**config.mk**
```make
export PLATFORM = sky130hd
export DESIGN_NAME = clipped_rect_fill_engine_top
export DESIGN_NICKNAME = d
export VERILOG_FILES = /design/src/rtl/crf_pkg.sv /design/src/rtl/crf_front.sv /design/src/rtl/crf_item_queue.sv /design/src/rtl/crf_back.sv /design/src/rtl/crf_res_queue.sv /design/src/rtl/clipped_rect_fill_engine_top.sv
export SDC_FILE = /design/constraint.sdc
export NUM_CORES = 2
export LEC_CHECK = 0
export BUFFER_PORTS_ARGS = -buffer_cell sky130_fd_sc_hd__buf_2
export CAP_MARGIN = 10
export CELL_PAD_IN_SITES_DETAIL_PLACEMENT = 0
export CELL_PAD_IN_SITES_GLOBAL_PLACEMENT = 2
export CORE_UTILIZATION = 42
export DETAILED_ROUTE_END_ITERATION = 10
export PLACE_DENSITY_LB_ADDON = 0.05
export SLEW_MARGIN = 0
export SYNTH_ARGS = -nofsm -noshare
export SYNTH_HDL_FRONTEND = slang
export SYNTH_HIERARCHICAL = 1
export SYNTH_SLANG_ARGS = --single-unit
```
**constraint.sdc**
```tcl
create_clock -name clk -period 11.6 [get_ports clk]
set_clock_uncertainty 0.05 [all_clocks]
set_input_delay 0 -clock clk [delete_from_list [all_inputs] [get_ports clk]]
set_output_delay 0 -clock clk [all_outputs]
set_load 0.03 [all_outputs]
```
**src/rtl/crf_pkg.sv**
```systemverilog
// shared types, constants and helpers of the clipped rectangle fill engine
package crf_pkg;

  localparam int COORD_W = 16;
  localparam int DIM_W = 13;
  localparam int PIX_W = 12;
  localparam int ADDR_W = 32;
  localparam int COLOR_W = 24;
  localparam int PROD_W = 24;
  localparam int LIN_W = 26;
  localparam int CFG_IDX_W = 2;
  localparam int CFG_DATA_W = 32;

  localparam logic [DIM_W-1:0] MAX_DIM = 13'd4096;
  localparam logic [DIM_W-1:0] RESET_WIDTH = 13'd640;
  localparam logic [DIM_W-1:0] RESET_HEIGHT = 13'd480;

  localparam int ITEM_Q_DEPTH = 4;
  localparam int ITEM_Q_AW = 2;
  localparam int RES_Q_DEPTH = 8;
  localparam int RES_Q_AW = 3;

  localparam int NUM_SEG = 4;
  localparam int SEG_W = 2;

  localparam logic [CFG_IDX_W-1:0] CFG_FRAME_WIDTH = 2'd0;
  localparam logic [CFG_IDX_W-1:0] CFG_FRAME_HEIGHT = 2'd1;
  localparam logic [CFG_IDX_W-1:0] CFG_FRAME_BASE = 2'd2;

  localparam logic [1:0] FUNC_TICK = 2'd0;
  localparam logic [1:0] FUNC_FILL = 2'd1;
  localparam logic [1:0] FUNC_OUTLINE = 2'd2;

  typedef enum logic {
    ITEM_TICK,
    ITEM_START
  } item_kind_t;

  typedef struct packed {
    item_kind_t kind;
    logic outline;
    logic [COORD_W-1:0] x;
    logic [COORD_W-1:0] y;
    logic [COORD_W-1:0] w;
    logic [COORD_W-1:0] h;
    logic [COORD_W-1:0] thick;
    logic [COLOR_W-1:0] color;
  } item_t;

  typedef struct packed {
    logic write;
    logic [DIM_W-1:0] eff_w;
    logic [DIM_W-1:0] eff_h;
    logic [ADDR_W-1:0] base;
  } frame_cfg_t;

  typedef struct packed {
    logic wv;
    logic [PIX_W-1:0] px;
    logic [PIX_W-1:0] py;
    logic [ADDR_W-1:0] addr;
    logic [COLOR_W-1:0] color;
    logic last;
    logic busy;
  } result_t;

  function automatic logic [DIM_W-1:0] sat_dim(input logic [DIM_W-1:0] v);
    return (v > MAX_DIM) ? MAX_DIM : v;
  endfunction

endpackage

```
**src/rtl/crf_front.sv**
```systemverilog
// front end: accepts input transactions and classifies them for the item queue
module crf_front (
  input  logic                        push,
  output logic                        full,
  input  logic [1:0]                  func,
  input  logic [crf_pkg::COORD_W-1:0] x_origin,
  input  logic [crf_pkg::COORD_W-1:0] y_origin,
  input  logic [crf_pkg::COORD_W-1:0] box_width,
  input  logic [crf_pkg::COORD_W-1:0] box_height,
  input  logic [crf_pkg::COORD_W-1:0] edge_thickness,
  input  logic [crf_pkg::COLOR_W-1:0] color_in,
  input  logic                        q_full,
  output logic                        enq,
  output crf_pkg::item_t              enq_item
);

  logic [crf_pkg::COORD_W:0] thick2;
  logic                      too_thick;

  assign full = q_full;
  assign thick2 = {edge_thickness, 1'b0};
  assign too_thick = (thick2 >= {1'b0, box_width}) || (thick2 >= {1'b0, box_height});

  always_comb begin
    enq = push && !q_full &&
          (func inside {crf_pkg::FUNC_TICK, crf_pkg::FUNC_FILL, crf_pkg::FUNC_OUTLINE});
    enq_item.kind = (func == crf_pkg::FUNC_TICK) ? crf_pkg::ITEM_TICK : crf_pkg::ITEM_START;
    enq_item.outline = (func == crf_pkg::FUNC_OUTLINE) && !too_thick;
    enq_item.x = x_origin;
    enq_item.y = y_origin;
    enq_item.w = box_width;
    enq_item.h = box_height;
    enq_item.thick = edge_thickness;
    enq_item.color = color_in;
  end

endmodule

```
**src/rtl/crf_item_queue.sv**
```systemverilog
// short queue of classified items between the front end and the back end
module crf_item_queue (
  input  logic           clk,
  input  logic           rst,
  input  logic           enq,
  input  crf_pkg::item_t enq_item,
  output logic           full,
  input  logic           deq,
  output logic           head_valid,
  output crf_pkg::item_t head
);

  crf_pkg::item_t                mem [crf_pkg::ITEM_Q_DEPTH];
  logic [crf_pkg::ITEM_Q_AW:0]   wr_ptr;
  logic [crf_pkg::ITEM_Q_AW:0]   rd_ptr;
  logic [crf_pkg::ITEM_Q_AW:0]   fill;

  assign fill = wr_ptr - rd_ptr;
  assign full = (fill == (crf_pkg::ITEM_Q_AW + 1)'(crf_pkg::ITEM_Q_DEPTH));
  assign head_valid = (wr_ptr != rd_ptr);
  assign head = mem[rd_ptr[crf_pkg::ITEM_Q_AW-1:0]];

  always_ff @(posedge clk) begin
    if (rst) begin
      wr_ptr <= '0;
      rd_ptr <= '0;
    end else begin
      if (enq) begin
        wr_ptr <= wr_ptr + 1'b1;
      end
      if (deq) begin
        rd_ptr <= rd_ptr + 1'b1;
      end
    end
  end

  always_ff @(posedge clk) begin
    if (enq) begin
      mem[wr_ptr[crf_pkg::ITEM_Q_AW-1:0]] <= enq_item;
    end
  end

endmodule

```
**src/rtl/crf_back.sv**
```systemverilog
// back end: bar clipping, pixel walk and address pipeline
module crf_back (
  input  logic                 clk,
  input  logic                 rst,
  input  crf_pkg::frame_cfg_t  cfg,
  input  logic                 head_valid,
  input  crf_pkg::item_t       head,
  output logic                 deq,
  input  logic                 res_pop,
  output logic                 res_push,
  output crf_pkg::result_t     res_data
);

  // latched command
  logic                        outline_mode;
  logic [crf_pkg::COORD_W-1:0] box_x;
  logic [crf_pkg::COORD_W-1:0] box_y;
  logic [crf_pkg::COORD_W-1:0] box_w;
  logic [crf_pkg::COORD_W-1:0] box_h;
  logic [crf_pkg::COORD_W-1:0] box_t;
  logic [crf_pkg::COLOR_W-1:0] saved_color;

  // walk state
  logic                        busy_flag;
  logic [crf_pkg::SEG_W-1:0]   segment_index;
  logic [crf_pkg::PIX_W-1:0]   cursor_x;
  logic [crf_pkg::PIX_W-1:0]   cursor_y;
  logic [crf_pkg::PIX_W-1:0]   span_left;
  logic [crf_pkg::DIM_W-1:0]   span_right;
  logic [crf_pkg::DIM_W-1:0]   span_bottom;

  // clipped bars
  logic [crf_pkg::PIX_W-1:0]   seg_left   [crf_pkg::NUM_SEG];
  logic [crf_pkg::PIX_W-1:0]   seg_top    [crf_pkg::NUM_SEG];
  logic [crf_pkg::DIM_W-1:0]   seg_right  [crf_pkg::NUM_SEG];
  logic [crf_pkg::DIM_W-1:0]   seg_bottom [crf_pkg::NUM_SEG];
  logic [crf_pkg::NUM_SEG-1:0] seg_ok;

  // clip sequencer
  logic                        prep_run;
  logic [crf_pkg::SEG_W:0]     prep_cnt;
  logic                        enter_pending;
  logic                        a_valid;
  logic [crf_pkg::SEG_W-1:0]   a_seg;
  logic [crf_pkg::COORD_W:0]   a_x;
  logic [crf_pkg::COORD_W:0]   a_y;
  logic [crf_pkg::COORD_W:0]   a_w;
  logic [crf_pkg::COORD_W:0]   a_h;
  logic [crf_pkg::COORD_W:0]   a_x_next;
  logic [crf_pkg::COORD_W:0]   a_y_next;
  logic [crf_pkg::COORD_W:0]   a_w_next;
  logic [crf_pkg::COORD_W:0]   a_h_next;

  logic [crf_pkg::COORD_W:0]   x17;
  logic [crf_pkg::COORD_W:0]   y17;
  logic [crf_pkg::COORD_W:0]   w17;
  logic [crf_pkg::COORD_W:0]   h17;
  logic [crf_pkg::COORD_W:0]   t17;
  logic [crf_pkg::COORD_W:0]   mid_h;

  logic [crf_pkg::COORD_W+1:0] clip_rx;
  logic [crf_pkg::COORD_W+1:0] clip_by;
  logic                        clip_ok;
  logic [crf_pkg::DIM_W-1:0]   clip_right;
  logic [crf_pkg::DIM_W-1:0]   clip_bottom;

  // result pipeline
  logic [crf_pkg::RES_Q_AW:0]  reserved;
  logic                        e_valid;
  crf_pkg::result_t            e_res;
  logic [crf_pkg::PROD_W-1:0]  e_prod;
  logic                        f_valid;
  crf_pkg::result_t            f_res;
  logic [crf_pkg::LIN_W-1:0]   f_lin3;
  logic [crf_pkg::LIN_W-1:0]   lin;
  logic [2*crf_pkg::DIM_W-2:0] prod_full;

  // walk control
  logic                        items_ok;
  logic                        credit_ok;
  logic                        take_start;
  logic                        take_tick;
  logic                        restart;
  logic [crf_pkg::SEG_W:0]     seek_from;
  logic                        found;
  logic [crf_pkg::SEG_W-1:0]   found_seg;
  logic [crf_pkg::DIM_W-1:0]   cx_inc;
  logic [crf_pkg::DIM_W-1:0]   cy_inc;
  logic                        row_end;
  logic                        seg_end;
  logic                        busy_after;

  assign items_ok = !prep_run && !enter_pending;
  assign credit_ok = (reserved < (crf_pkg::RES_Q_AW + 1)'(crf_pkg::RES_Q_DEPTH));
  assign take_start = head_valid && items_ok && (head.kind == crf_pkg::ITEM_START);
  assign take_tick = head_valid && items_ok && (head.kind == crf_pkg::ITEM_TICK) && credit_ok;
  assign deq = take_start || take_tick;
  assign restart = take_start || cfg.write;

  // bar geometry of the segment being issued
  assign x17 = {1'b0, box_x};
  assign y17 = {1'b0, box_y};
  assign w17 = {1'b0, box_w};
  assign h17 = {1'b0, box_h};
  assign t17 = {1'b0, box_t};
  assign mid_h = h17 - {box_t, 1'b0};

  always_comb begin
    a_x_next = x17;
    a_y_next = y17;
    a_w_next = w17;
    a_h_next = outline_mode ? t17 : h17;
    case (prep_cnt[crf_pkg::SEG_W-1:0])
      2'd0: begin
        a_x_next = x17;
      end
      2'd1: begin
        a_y_next = y17 + h17 - t17;
        a_h_next = t17;
      end
      2'd2: begin
        a_y_next = y17 + t17;
        a_w_next = t17;
        a_h_next = mid_h;
      end
      2'd3: begin
        a_x_next = x17 + w17 - t17;
        a_y_next = y17 + t17;
        a_w_next = t17;
        a_h_next = mid_h;
      end
      default: begin
        a_x_next = x17;
      end
    endcase
    if (!outline_mode && (prep_cnt[crf_pkg::SEG_W-1:0] != '0)) begin
      a_w_next = '0;
    end
  end

  // clip against the frame
  assign clip_rx = {1'b0, a_x} + {1'b0, a_w};
  assign clip_by = {1'b0, a_y} + {1'b0, a_h};
  assign clip_ok = (a_x < {4'b0, cfg.eff_w}) && (a_y < {4'b0, cfg.eff_h}) &&
                   (a_w != '0) && (a_h != '0);
  assign clip_right = (clip_rx > {5'b0, cfg.eff_w}) ? cfg.eff_w : clip_rx[crf_pkg::DIM_W-1:0];
  assign clip_bottom = (clip_by > {5'b0, cfg.eff_h}) ? cfg.eff_h : clip_by[crf_pkg::DIM_W-1:0];

  // next nonempty bar
  assign seek_from = enter_pending ? '0 : ({1'b0, segment_index} + 1'b1);

  always_comb begin
    found = 1'b0;
    found_seg = '0;
    for (int i = crf_pkg::NUM_SEG - 1; i >= 0; i--) begin
      if (seg_ok[i] && ((crf_pkg::SEG_W + 1)'(i) >= seek_from)) begin
        found = 1'b1;
        found_seg = crf_pkg::SEG_W'(i);
      end
    end
  end

  assign cx_inc = {1'b0, cursor_x} + 1'b1;
  assign cy_inc = {1'b0, cursor_y} + 1'b1;
  assign row_end = (cx_inc >= span_right);
  assign seg_end = row_end && (cy_inc >= span_bottom);
  assign busy_after = busy_flag && (!seg_end || found);

  assign prod_full = {{crf_pkg::DIM_W{1'b0}}, cursor_y} *
                     {{crf_pkg::PIX_W{1'b0}}, cfg.eff_w};

  always_ff @(posedge clk) begin
    if (rst) begin
      prep_run <= 1'b0;
      prep_cnt <= '0;
      enter_pending <= 1'b0;
      a_valid <= 1'b0;
      seg_ok <= '0;
      busy_flag <= 1'b0;
      segment_index <= '0;
    end else begin
      if (restart) begin
        prep_run <= 1'b1;
        prep_cnt <= '0;
        a_valid <= 1'b0;
      end else if (prep_run) begin
        a_valid <= !prep_cnt[crf_pkg::SEG_W];
        if (!prep_cnt[crf_pkg::SEG_W]) begin
          prep_cnt <= prep_cnt + 1'b1;
        end
        if (a_valid && (a_seg == crf_pkg::SEG_W'(crf_pkg::NUM_SEG - 1))) begin
          prep_run <= 1'b0;
        end
      end
      if (a_valid && !restart) begin
        seg_ok[a_seg] <= clip_ok;
      end

      if (take_start) begin
        enter_pending <= 1'b1;
        busy_flag <= 1'b0;
        segment_index <= '0;
      end else if (enter_pending && !prep_run) begin
        enter_pending <= 1'b0;
        busy_flag <= found;
        segment_index <= found ? found_seg : '0;
      end else if (take_tick && busy_flag && seg_end) begin
        busy_flag <= found;
        segment_index <= found ? found_seg : '0;
      end
    end
  end

  always_ff @(posedge clk) begin
    if (restart) begin
      a_seg <= '0;
    end else if (prep_run && !prep_cnt[crf_pkg::SEG_W]) begin
      a_seg <= prep_cnt[crf_pkg::SEG_W-1:0];
      a_x <= a_x_next;
      a_y <= a_y_next;
      a_w <= a_w_next;
      a_h <= a_h_next;
    end
    if (a_valid) begin
      seg_left[a_seg] <= a_x[crf_pkg::PIX_W-1:0];
      seg_top[a_seg] <= a_y[crf_pkg::PIX_W-1:0];
      seg_right[a_seg] <= clip_right;
      seg_bottom[a_seg] <= clip_bottom;
    end
    if (take_start) begin
      outline_mode <= head.outline;
      box_x <= head.x;
      box_y <= head.y;
      box_w <= head.w;
      box_h <= head.h;
      box_t <= head.thick;
      saved_color <= head.color;
    end
    if ((enter_pending && !prep_run && !take_start) ||
        (take_tick && busy_flag && seg_end)) begin
      span_left <= seg_left[found_seg];
      span_right <= seg_right[found_seg];
      span_bottom <= seg_bottom[found_seg];
      cursor_x <= seg_left[found_seg];
      cursor_y <= seg_top[found_seg];
    end else if (take_tick && busy_flag) begin
      if (!row_end) begin
        cursor_x <= cx_inc[crf_pkg::PIX_W-1:0];
      end else begin
        cursor_x <= span_left;
        cursor_y <= cy_inc[crf_pkg::PIX_W-1:0];
      end
    end
  end

  // result pipeline: multiply, add x, scale by three, add base
  assign lin = {2'b0, e_prod} + {{(crf_pkg::LIN_W-crf_pkg::PIX_W){1'b0}}, e_res.px};

  always_ff @(posedge clk) begin
    if (rst) begin
      e_valid <= 1'b0;
      f_valid <= 1'b0;
      reserved <= '0;
    end else begin
      e_valid <= take_tick;
      f_valid <= e_valid;
      if (take_tick && !res_pop) begin
        reserved <= reserved + 1'b1;
      end else if (!take_tick && res_pop) begin
        reserved <= reserved - 1'b1;
      end
    end
  end

  always_ff @(posedge clk) begin
    e_res.wv <= busy_flag;
    e_res.px <= busy_flag ? cursor_x : '0;
    e_res.py <= busy_flag ? cursor_y : '0;
    e_res.addr <= '0;
    e_res.color <= busy_flag ? saved_color : '0;
    e_res.last <= busy_flag && !busy_after;
    e_res.busy <= busy_after;
    e_prod <= busy_flag ? prod_full[crf_pkg::PROD_W-1:0] : '0;
    f_res <= e_res;
    f_lin3 <= lin + {lin[crf_pkg::LIN_W-2:0], 1'b0};
  end

  always_comb begin
    res_push = f_valid;
    res_data = f_res;
    res_data.addr = f_res.wv ? (cfg.base + {{(crf_pkg::ADDR_W-crf_pkg::LIN_W){1'b0}}, f_lin3})
                             : '0;
  end

endmodule

```
**src/rtl/crf_res_queue.sv**
```systemverilog
// result queue in front of the output port
module crf_res_queue (
  input  logic             clk,
  input  logic             rst,
  input  logic             push,
  input  crf_pkg::result_t push_data,
  input  logic             pop,
  output logic             empty,
  output crf_pkg::result_t head
);

  crf_pkg::result_t           mem [crf_pkg::RES_Q_DEPTH];
  logic [crf_pkg::RES_Q_AW:0] wr_ptr;
  logic [crf_pkg::RES_Q_AW:0] rd_ptr;

  assign empty = (wr_ptr == rd_ptr);
  assign head = mem[rd_ptr[crf_pkg::RES_Q_AW-1:0]];

  always_ff @(posedge clk) begin
    if (rst) begin
      wr_ptr <= '0;
      rd_ptr <= '0;
    end else begin
      if (push) begin
        wr_ptr <= wr_ptr + 1'b1;
      end
      if (pop && !empty) begin
        rd_ptr <= rd_ptr + 1'b1;
      end
    end
  end

  always_ff @(posedge clk) begin
    if (push) begin
      mem[wr_ptr[crf_pkg::RES_Q_AW-1:0]] <= push_data;
    end
  end

endmodule

```
**src/rtl/clipped_rect_fill_engine_top.sv**
```systemverilog
// top level of the clipped rectangle fill engine
// a tick passes the e and f registers and the result queue to reach the output ports
// throughput: one tick per cycle while result credit lasts and no bar clip runs
// a start command holds the back end through operand load, 4 bar clips and entry
// a register write re-clips the pending bars, holding ticks until the clips finish
// reset: queues empty, engine idle, frame 640 x 480 at base address 0
module clipped_rect_fill_engine_top (
  input  logic                           clk,
  input  logic                           rst,
  input  logic                           push,
  output logic                           full,
  input  logic [1:0]                     func,
  input  logic [crf_pkg::COORD_W-1:0]    x_origin,
  input  logic [crf_pkg::COORD_W-1:0]    y_origin,
  input  logic [crf_pkg::COORD_W-1:0]    box_width,
  input  logic [crf_pkg::COORD_W-1:0]    box_height,
  input  logic [crf_pkg::COORD_W-1:0]    edge_thickness,
  input  logic [crf_pkg::COLOR_W-1:0]    color_in,
  output logic                           empty,
  input  logic                           pop,
  output logic                           write_valid,
  output logic [crf_pkg::PIX_W-1:0]      pixel_x,
  output logic [crf_pkg::PIX_W-1:0]      pixel_y,
  output logic [crf_pkg::ADDR_W-1:0]     write_address,
  output logic [crf_pkg::COLOR_W-1:0]    pixel_color,
  output logic                           last_pixel,
  output logic                           engine_busy,
  input  logic                           cfg_valid,
  output logic                           cfg_ready,
  input  logic [crf_pkg::CFG_IDX_W-1:0]  cfg_index,
  input  logic [crf_pkg::CFG_DATA_W-1:0] cfg_data
);

  logic [crf_pkg::DIM_W-1:0]  frame_width;
  logic [crf_pkg::DIM_W-1:0]  frame_height;
  logic [crf_pkg::ADDR_W-1:0] frame_base;

  logic                 q_full;
  logic                 enq;
  crf_pkg::item_t       enq_item;
  logic                 deq;
  logic                 head_valid;
  crf_pkg::item_t       head;
  crf_pkg::frame_cfg_t  cfg;
  logic                 res_push;
  crf_pkg::result_t     res_data;
  crf_pkg::result_t     res_head;
  logic                 cfg_write;

  assign cfg_ready = 1'b1;
  assign cfg_write = cfg_valid && cfg_ready;

  always_ff @(posedge clk) begin
    if (rst) begin
      frame_width <= crf_pkg::RESET_WIDTH;
      frame_height <= crf_pkg::RESET_HEIGHT;
      frame_base <= '0;
    end else if (cfg_write) begin
      case (cfg_index)
        crf_pkg::CFG_FRAME_WIDTH: begin
          frame_width <= cfg_data[crf_pkg::DIM_W-1:0];
        end
        crf_pkg::CFG_FRAME_HEIGHT: begin
          frame_height <= cfg_data[crf_pkg::DIM_W-1:0];
        end
        crf_pkg::CFG_FRAME_BASE: begin
          frame_base <= cfg_data[crf_pkg::ADDR_W-1:0];
        end
        default: begin
          frame_base <= frame_base;
        end
      endcase
    end
  end

  always_comb begin
    cfg.write = cfg_write;
    cfg.eff_w = crf_pkg::sat_dim(frame_width);
    cfg.eff_h = crf_pkg::sat_dim(frame_height);
    cfg.base = frame_base;
  end

  crf_front u_front (
    .push           (push),
    .full           (full),
    .func           (func),
    .x_origin       (x_origin),
    .y_origin       (y_origin),
    .box_width      (box_width),
    .box_height     (box_height),
    .edge_thickness (edge_thickness),
    .color_in       (color_in),
    .q_full         (q_full),
    .enq            (enq),
    .enq_item       (enq_item)
  );

  crf_item_queue u_item_queue (
    .clk        (clk),
    .rst        (rst),
    .enq        (enq),
    .enq_item   (enq_item),
    .full       (q_full),
    .deq        (deq),
    .head_valid (head_valid),
    .head       (head)
  );

  crf_back u_back (
    .clk        (clk),
    .rst        (rst),
    .cfg        (cfg),
    .head_valid (head_valid),
    .head       (head),
    .deq        (deq),
    .res_pop    (pop && !empty),
    .res_push   (res_push),
    .res_data   (res_data)
  );

  crf_res_queue u_res_queue (
    .clk       (clk),
    .rst       (rst),
    .push      (res_push),
    .push_data (res_data),
    .pop       (pop),
    .empty     (empty),
    .head      (res_head)
  );

  assign write_valid = res_head.wv;
  assign pixel_x = res_head.px;
  assign pixel_y = res_head.py;
  assign write_address = res_head.addr;
  assign pixel_color = res_head.color;
  assign last_pixel = res_head.last;
  assign engine_busy = res_head.busy;

endmodule

```
# --- After elaboration in Yosys (flattened, before gate mapping) ---
# Memory sizes are Yosys's and may differ from the RTL's. A register that Yosys moved wholly into a read port is not among the register bits.
# Index checks and enable logic that the tools add are counted.
totals:
  ff_bits: 454
  ramBits: 1288
  input_bits: 145
  output_inout_bits: 86
  word_cells: 228
  memories: 6
mem_list:
  columns: ["memory", "words", "word_bits", "read_ports", "rd_ports_with_merged_regs", "write_ports", "line_no", "source"]
  rows:
  - ["u_res_queue.mem", 8, 83, 1, 1, 1, "crf_res_queue.sv:12", "crf_pkg::result_t mem [crf_pkg::RES_Q_DEPTH];"]
  - ["u_item_queue.mem", 4, 106, 1, 1, 1, "crf_item_queue.sv:13", "crf_pkg::item_t mem [crf_pkg::ITEM_Q_DEPTH];"]
  - ["u_back.seg_bottom", 4, 13, 1, 1, 1, "crf_back.sv:36", "logic [crf_pkg::DIM_W-1:0] seg_bottom [crf_pkg::NUM_SEG];"]
  - ["u_back.seg_right", 4, 13, 1, 1, 1, "crf_back.sv:35", "logic [crf_pkg::DIM_W-1:0] seg_right [crf_pkg::NUM_SEG];"]
  - ["u_back.seg_left", 4, 12, 1, 0, 1, "crf_back.sv:33", "logic [crf_pkg::PIX_W-1:0] seg_left [crf_pkg::NUM_SEG];"]
  - ["u_back.seg_top", 4, 12, 1, 0, 1, "crf_back.sv:34", "logic [crf_pkg::PIX_W-1:0] seg_top [crf_pkg::NUM_SEG];"]
classes:
  add_sub_neg: 22
  n_mul: 1
  n_lt_le_gt_ge: 17
  eq_ne: 11
  muxes: 52
  bitwise: 3
  n_reduce_logical: 68
ops:
  columns: ["op", "count"]
  rows:
  - ["$mux W12", 6]
  - ["$pmux W17 S2", 2]
  - ["$mux W13", 4]
  - ["$add A16 B16 Y17", 3]
  - ["$mux W16", 3]
  - ["$add A17 B17 Y18", 2]
  - ["$gt A18 B13 Y1", 2]
  - ["$ge A17 B16 Y1", 2]
  - ["$lt A17 B13 Y1", 2]
  - ["$reduce_bool A17 Y1", 2]
  - ["$sub A17 B16 Y17", 2]
  - ["$add A32 B26 Y32", 1]
  - ["$mux W32", 1]
  - ["$logic_and A1 B1 Y1", 30]
  - ["$add A12 B1 Y13 const B", 2]
  - ["$add A26 B26 Y26", 1]
  - ["$ge A13 B13 Y1", 2]
  - ["$gt A13 B13 Y1 const B", 2]
  - ["$add A24 B12 Y25", 1]
  - ["$mul A12 B13 Y24", 1]
  - ["$mux W1", 19]
  - ["$mux W2", 9]
  - ["$sub A16 B17 Y17", 1]
  - ["$logic_not A1 Y1", 13]
  - ["26 further kinds", 61]

# --- Longest topological paths before layout ---
depth:
  ltp_word: 12
  depth_mapped: 24
  depth_no_buf: 22

# --- Modules after synthesis ---
# Netlist, hierarchy kept.
by_module_without_submodules:
  columns: ["mod", "n_inst", "cells_per_inst", "area_per_inst_um2", "seq_area_each_um2"]
  rows:
  - ["crf_back", 1, 3503, 37110.6, 16495.8]
  - ["crf_res_queue", 1, 1018, 25431.9, 20159.3]
  - ["crf_item_queue", 1, 595, 15692.6, 12892.4]
  - ["clipped_rect_fill_engine_top", 1, 265, 2631.3, 1161.1]
  - ["crf_front", 1, 215, 1569.0, 0.0]

# --- Worst setup path after synthesis ---
# Ideal clock, no wire load.
synth_path:
  path_type: "reg2reg"
  from: "reg with a tool-made name"
  to: "reg u_back/seg_ok[3] (netlist name)"
  setup_time_ps: 126
  t_arrival_ps: 6723
  required_time_ps: 11424
  setup_slack_ps: 4701
  stages_incl_launch_ff: 11
  path_buffers: 2
  synth_period_minus_slack_ps: 6899
  path_cell_list: "dfxtp_1 > buf_6 > buf_8 > mux4_2 > inv_1 > nor2_1 > nor2_1 > nand4_1 > a41oi_1 > a31oi_1 > nand2_1"
synth_rtl:
  columns: ["item", "line_no", "source"]
  rows:
  - ["to (signal, indexed assignment)", "crf_back.sv:196", "seg_ok[a_seg] <= clip_ok;"]
  - ["to (decl)", "crf_back.sv:37", "logic [crf_pkg::NUM_SEG-1:0] seg_ok;"]

==> results.sh <==
export IMPL_worst_pin_slew_ns=1.19
export IMPL_syn_nets=6251
export IMPL_cp_required_ns=12.27
export IMPL_synth_seq_cells=1772
export IMPL_grt_setup_unrepaired="no"
export IMPL_vias=45300
export IMPL_syn_area_sq_um=82400
export IMPL_slew_viol_final=0
export IMPL_worstSetupPathType="reg -> reg"
export IMPL_worst_path_max_delay_cell="nor2b_1"
export IMPL_io_pin_count=231
export IMPL_max_freq_ghz=0.147
export IMPL_worst_hold_path_type="in -> reg"
export IMPL_antenna_found_initial=4
export IMPL_status="complete, no violations"
export IMPL_path_clk_slew_ns=0.06
export IMPL_htreeDepth=4
export IMPL_ir_worst_vdd_mv=0.127
export IMPL_vias_per_cell=5.12
export IMPL_gr_total_overflow=0
export IMPL_fin_ws_ns=4.79
export IMPL_crit_top_cell="fa_1"
export IMPL_pre_cts_ws_ns=4.75
export IMPL_start_util_pct=42.3
export IMPL_synth_warnings=6
export IMPL_synth_area_leader_cell="edfxtp_1"
export IMPL_cts_tree="built"
export IMPL_firstDrtPassIters=5
export IMPL_final_nets=6700
export IMPL_cp_end_kind="flip-flop"
export IMPL_hpwl_um=136000
export IMPL_finalWirelength_um=203000
export IMPL_yosysUniqueCellTypes=88
export IMPL_p_leak_nw=34.7
export IMPL_synth_most_common_cell="edfxtp_1"
export IMPL_crit_chain="buf_4 -> nor2b_1 -> nand2_1 -> fa_1 -> inv_1 -> ha_1 -> fa_1 -> inv_1 -> fa_1 -> fa_1 -> inv_1 -> ha_1 -> o21ai_0 -> a21boi_0 -> o41ai_1 -> o21ai_0 -> o21bai_1 -> o21bai_1 -> or4_1 -> nand3_1"
export IMPL_grt_pass1_vias=46200
export IMPL_die_area_sq_um=198000
export IMPL_ys_flop_type="edfxtp_1"
export IMPL_track_usage_pct=20.5
export IMPL_clock_path_buffers=3
export IMPL_drive_gt1_share_pct=16.7
export IMPL_synthTopCellsByCount="1,522 x edfxtp_1, 454 x inv_1, 365 x nand2_1"
export IMPL_fin_crit_ns=6.81
export IMPL_setup_viol=0
export IMPL_crit_path_max_fanout=22
export IMPL_drtIter0Drc=2759
export IMPL_netlist_top_cells_area="edfxtp_1 55%, mux4_2 7.4%, dfxtp_1 6.1%"
export IMPL_ant_nets=0
export IMPL_fp_dieW_um=445
export IMPL_clk_latency_ns=0.82
export IMPL_period_share_pct=58.7
export IMPL_grt_pass1_wl_um=302000
export IMPL_synth_edf_count=1522
export IMPL_io_buffers=229
export IMPL_synthArstFlopShare_pct=0
export IMPL_ys_seq_area_share_pct=61.5
export IMPL_rrSetupSlack_ns=4.79
export IMPL_p_per_area_nw_per_um2=184
export IMPL_syn_inst=5596
export IMPL_avgRoutedWirePerCell_um=23.0
export IMPL_cts_sinks=1772
export IMPL_place_gp_congestion=0.792
export IMPL_area_growth_pct=15.0
export IMPL_dieHeight_um=445
export IMPL_cpPeakStageDelay_ns=0.92
export IMPL_cts_resized=0
export IMPL_arrival_ns=7.49
export IMPL_finalHoldViolCount=0
export IMPL_cts_buffers=189
export IMPL_synth_top_area_share_pct=55.4
export IMPL_critPathLaunchType="flip-flop"
export IMPL_synth_area_per_cell_sq_um=14.7
export IMPL_drc=0
export IMPL_slew_headroom_pct=20.4
export IMPL_rows=162
export IMPL_drv_cap=0
export IMPL_core_sq_um=195000
export IMPL_final_setup_tns_ns=0
export IMPL_cts_root_buf="clkbuf_16"
export IMPL_grt_max_degree=105
-- routing by layer --
metal / vias to the layer above / routed length [um] / GRT usage [%]
met2: 722 / 105000 / 36.3
met4: 0 / 3230 / 4.05
met1: 22900 / 88200 / 26.8
li1: 21500 / - / -
met3: 199 / 6930 / 2.74
met5: - / 0 / 0
-- area by class of cell --
| cell class | count | area, sq um |
|---|---|---|
| timing repair buffer | 574 | 4440 |
| antenna | 4 | 10.0 |
| clock buffer | 252 | 5190 |
| tap | 2624 | 3280 |
| sequential | 1772 | 50700 |
| multi-input combinational | 3054 | 28300 |
| clock inverter | 106 | 1110 |
| inverter | 454 | 1700 |
| fill | 17000 | 100000 |
-- timing repair --
item                       CTS  global route
setup buffers                0             0
hold buffers               277             0
setup endpoints to repair    0             0
hold endpoints to repair   558             0
-- cell usage in the layout, fill, tap and decap left out, drive strengths merged, types with 16 or more instances in the layout --
cell	count
inv	461
ha	361
fa	149
o21ai	119
a21oi	170
or3	17
mux2	125
o211ai	19
dlygate4sd3	277
nand3	66
nand2b	120
mux4	272
nor3	38
xnor2	109
a21o	69
nor2b	59
buf	297
nor2	193
nand2	365
a22oi	16
o21a	16
a31oi	76
clkbuf	252
o21bai	19
nor4	16
xor2	74
and2	181
a221oi	18
dfxtp	250
clkinv	75
a211oi	71
edfxtp	1522
mux2i	94
nand4	20
and3	30
-- final timing paths --
kind | start | endpoint | cells after the start
worst max-delay path | frame_width[12] | u_back/e_prod[22] | 20
worst min-delay path | rst | u_item_queue/wr_ptr[0] | 3
worst max register to register | frame_width[12] | u_back/e_prod[22] | 20
worst min register to register | u_back/e_res[82] | u_back/res_data[82] | 0
-- stage by stage --
| stage | std cells | area [sq um] | hold slack, ns | power (mW) | util [%] |
|---|---|---|---|---|---|
| after floorplan | 5596 | 82400 | 0.0191 | 10.5 | - |
| after global placement | 8201 | 85700 | 0.162 | 11.6 | 44.0 |
| after detailed placement | 8201 | 85700 | 0.167 | 11.5 | 44.0 |
| after CTS | 8836 | 94800 | 0.0395 | 17.7 | 48.6 |
| after global routing | 8836 | 94800 | 0.0878 | 18.3 | 48.6 |
| final | 8840 | 94800 | 0.118 | 17.5 | 48.6 |
-- critical path: cells and delay by family (launching register included) --
| kind | cells | cell delay (ns) |
|---|---|---|
| adders and majority gates | 6 | 2.62 |
| AOI/OAI and AO/OA | 6 | 1.66 |
| buffers and inverters | 4 | 0.37 |
| DFF | 1 | 0.36 |
| and+or+nand+nor | 4 | 1.65 |
-- sequential cells by signal (all words and copies together), names as in the netlist, 17 cells and up, named ones only --
signal	count
u_res_queue/mem	664
u_item_queue/mem	424
u_back/seg_bottom	52
u_back/seg_right	52
u_back/e_res	51
u_back/res_data	51
u_back/seg_left	48
u_back/seg_top	48
frame_base	32
u_back/f_lin3	26
u_back/e_prod	24
u_back/saved_color	24
u_back/a_h	17
u_back/a_x	17
u_back/a_y	17
-- report_power, final --
part / switching [mW] / internal, mW
Combinational: 2.13 / 1.54
Sequential: 0.315 / 7.43
Clock: 2.53 / 3.50
-- cells by family (layout without fill, tap and decap cells) --
kind of cell,Yosys count,in the layout,share of synthesized area [%]
compound gates,693,693,5.58
xor+xnor,183,183,1.94
fa+ha+maj,510,510,9.10
buf+inv,770,1386,4.30
flops,1772,1772,61.5
mux,491,491,10.3
other cells,1,5,0.00455
simple gates,1176,1176,7.24
(Power assumes the default switching activity.)
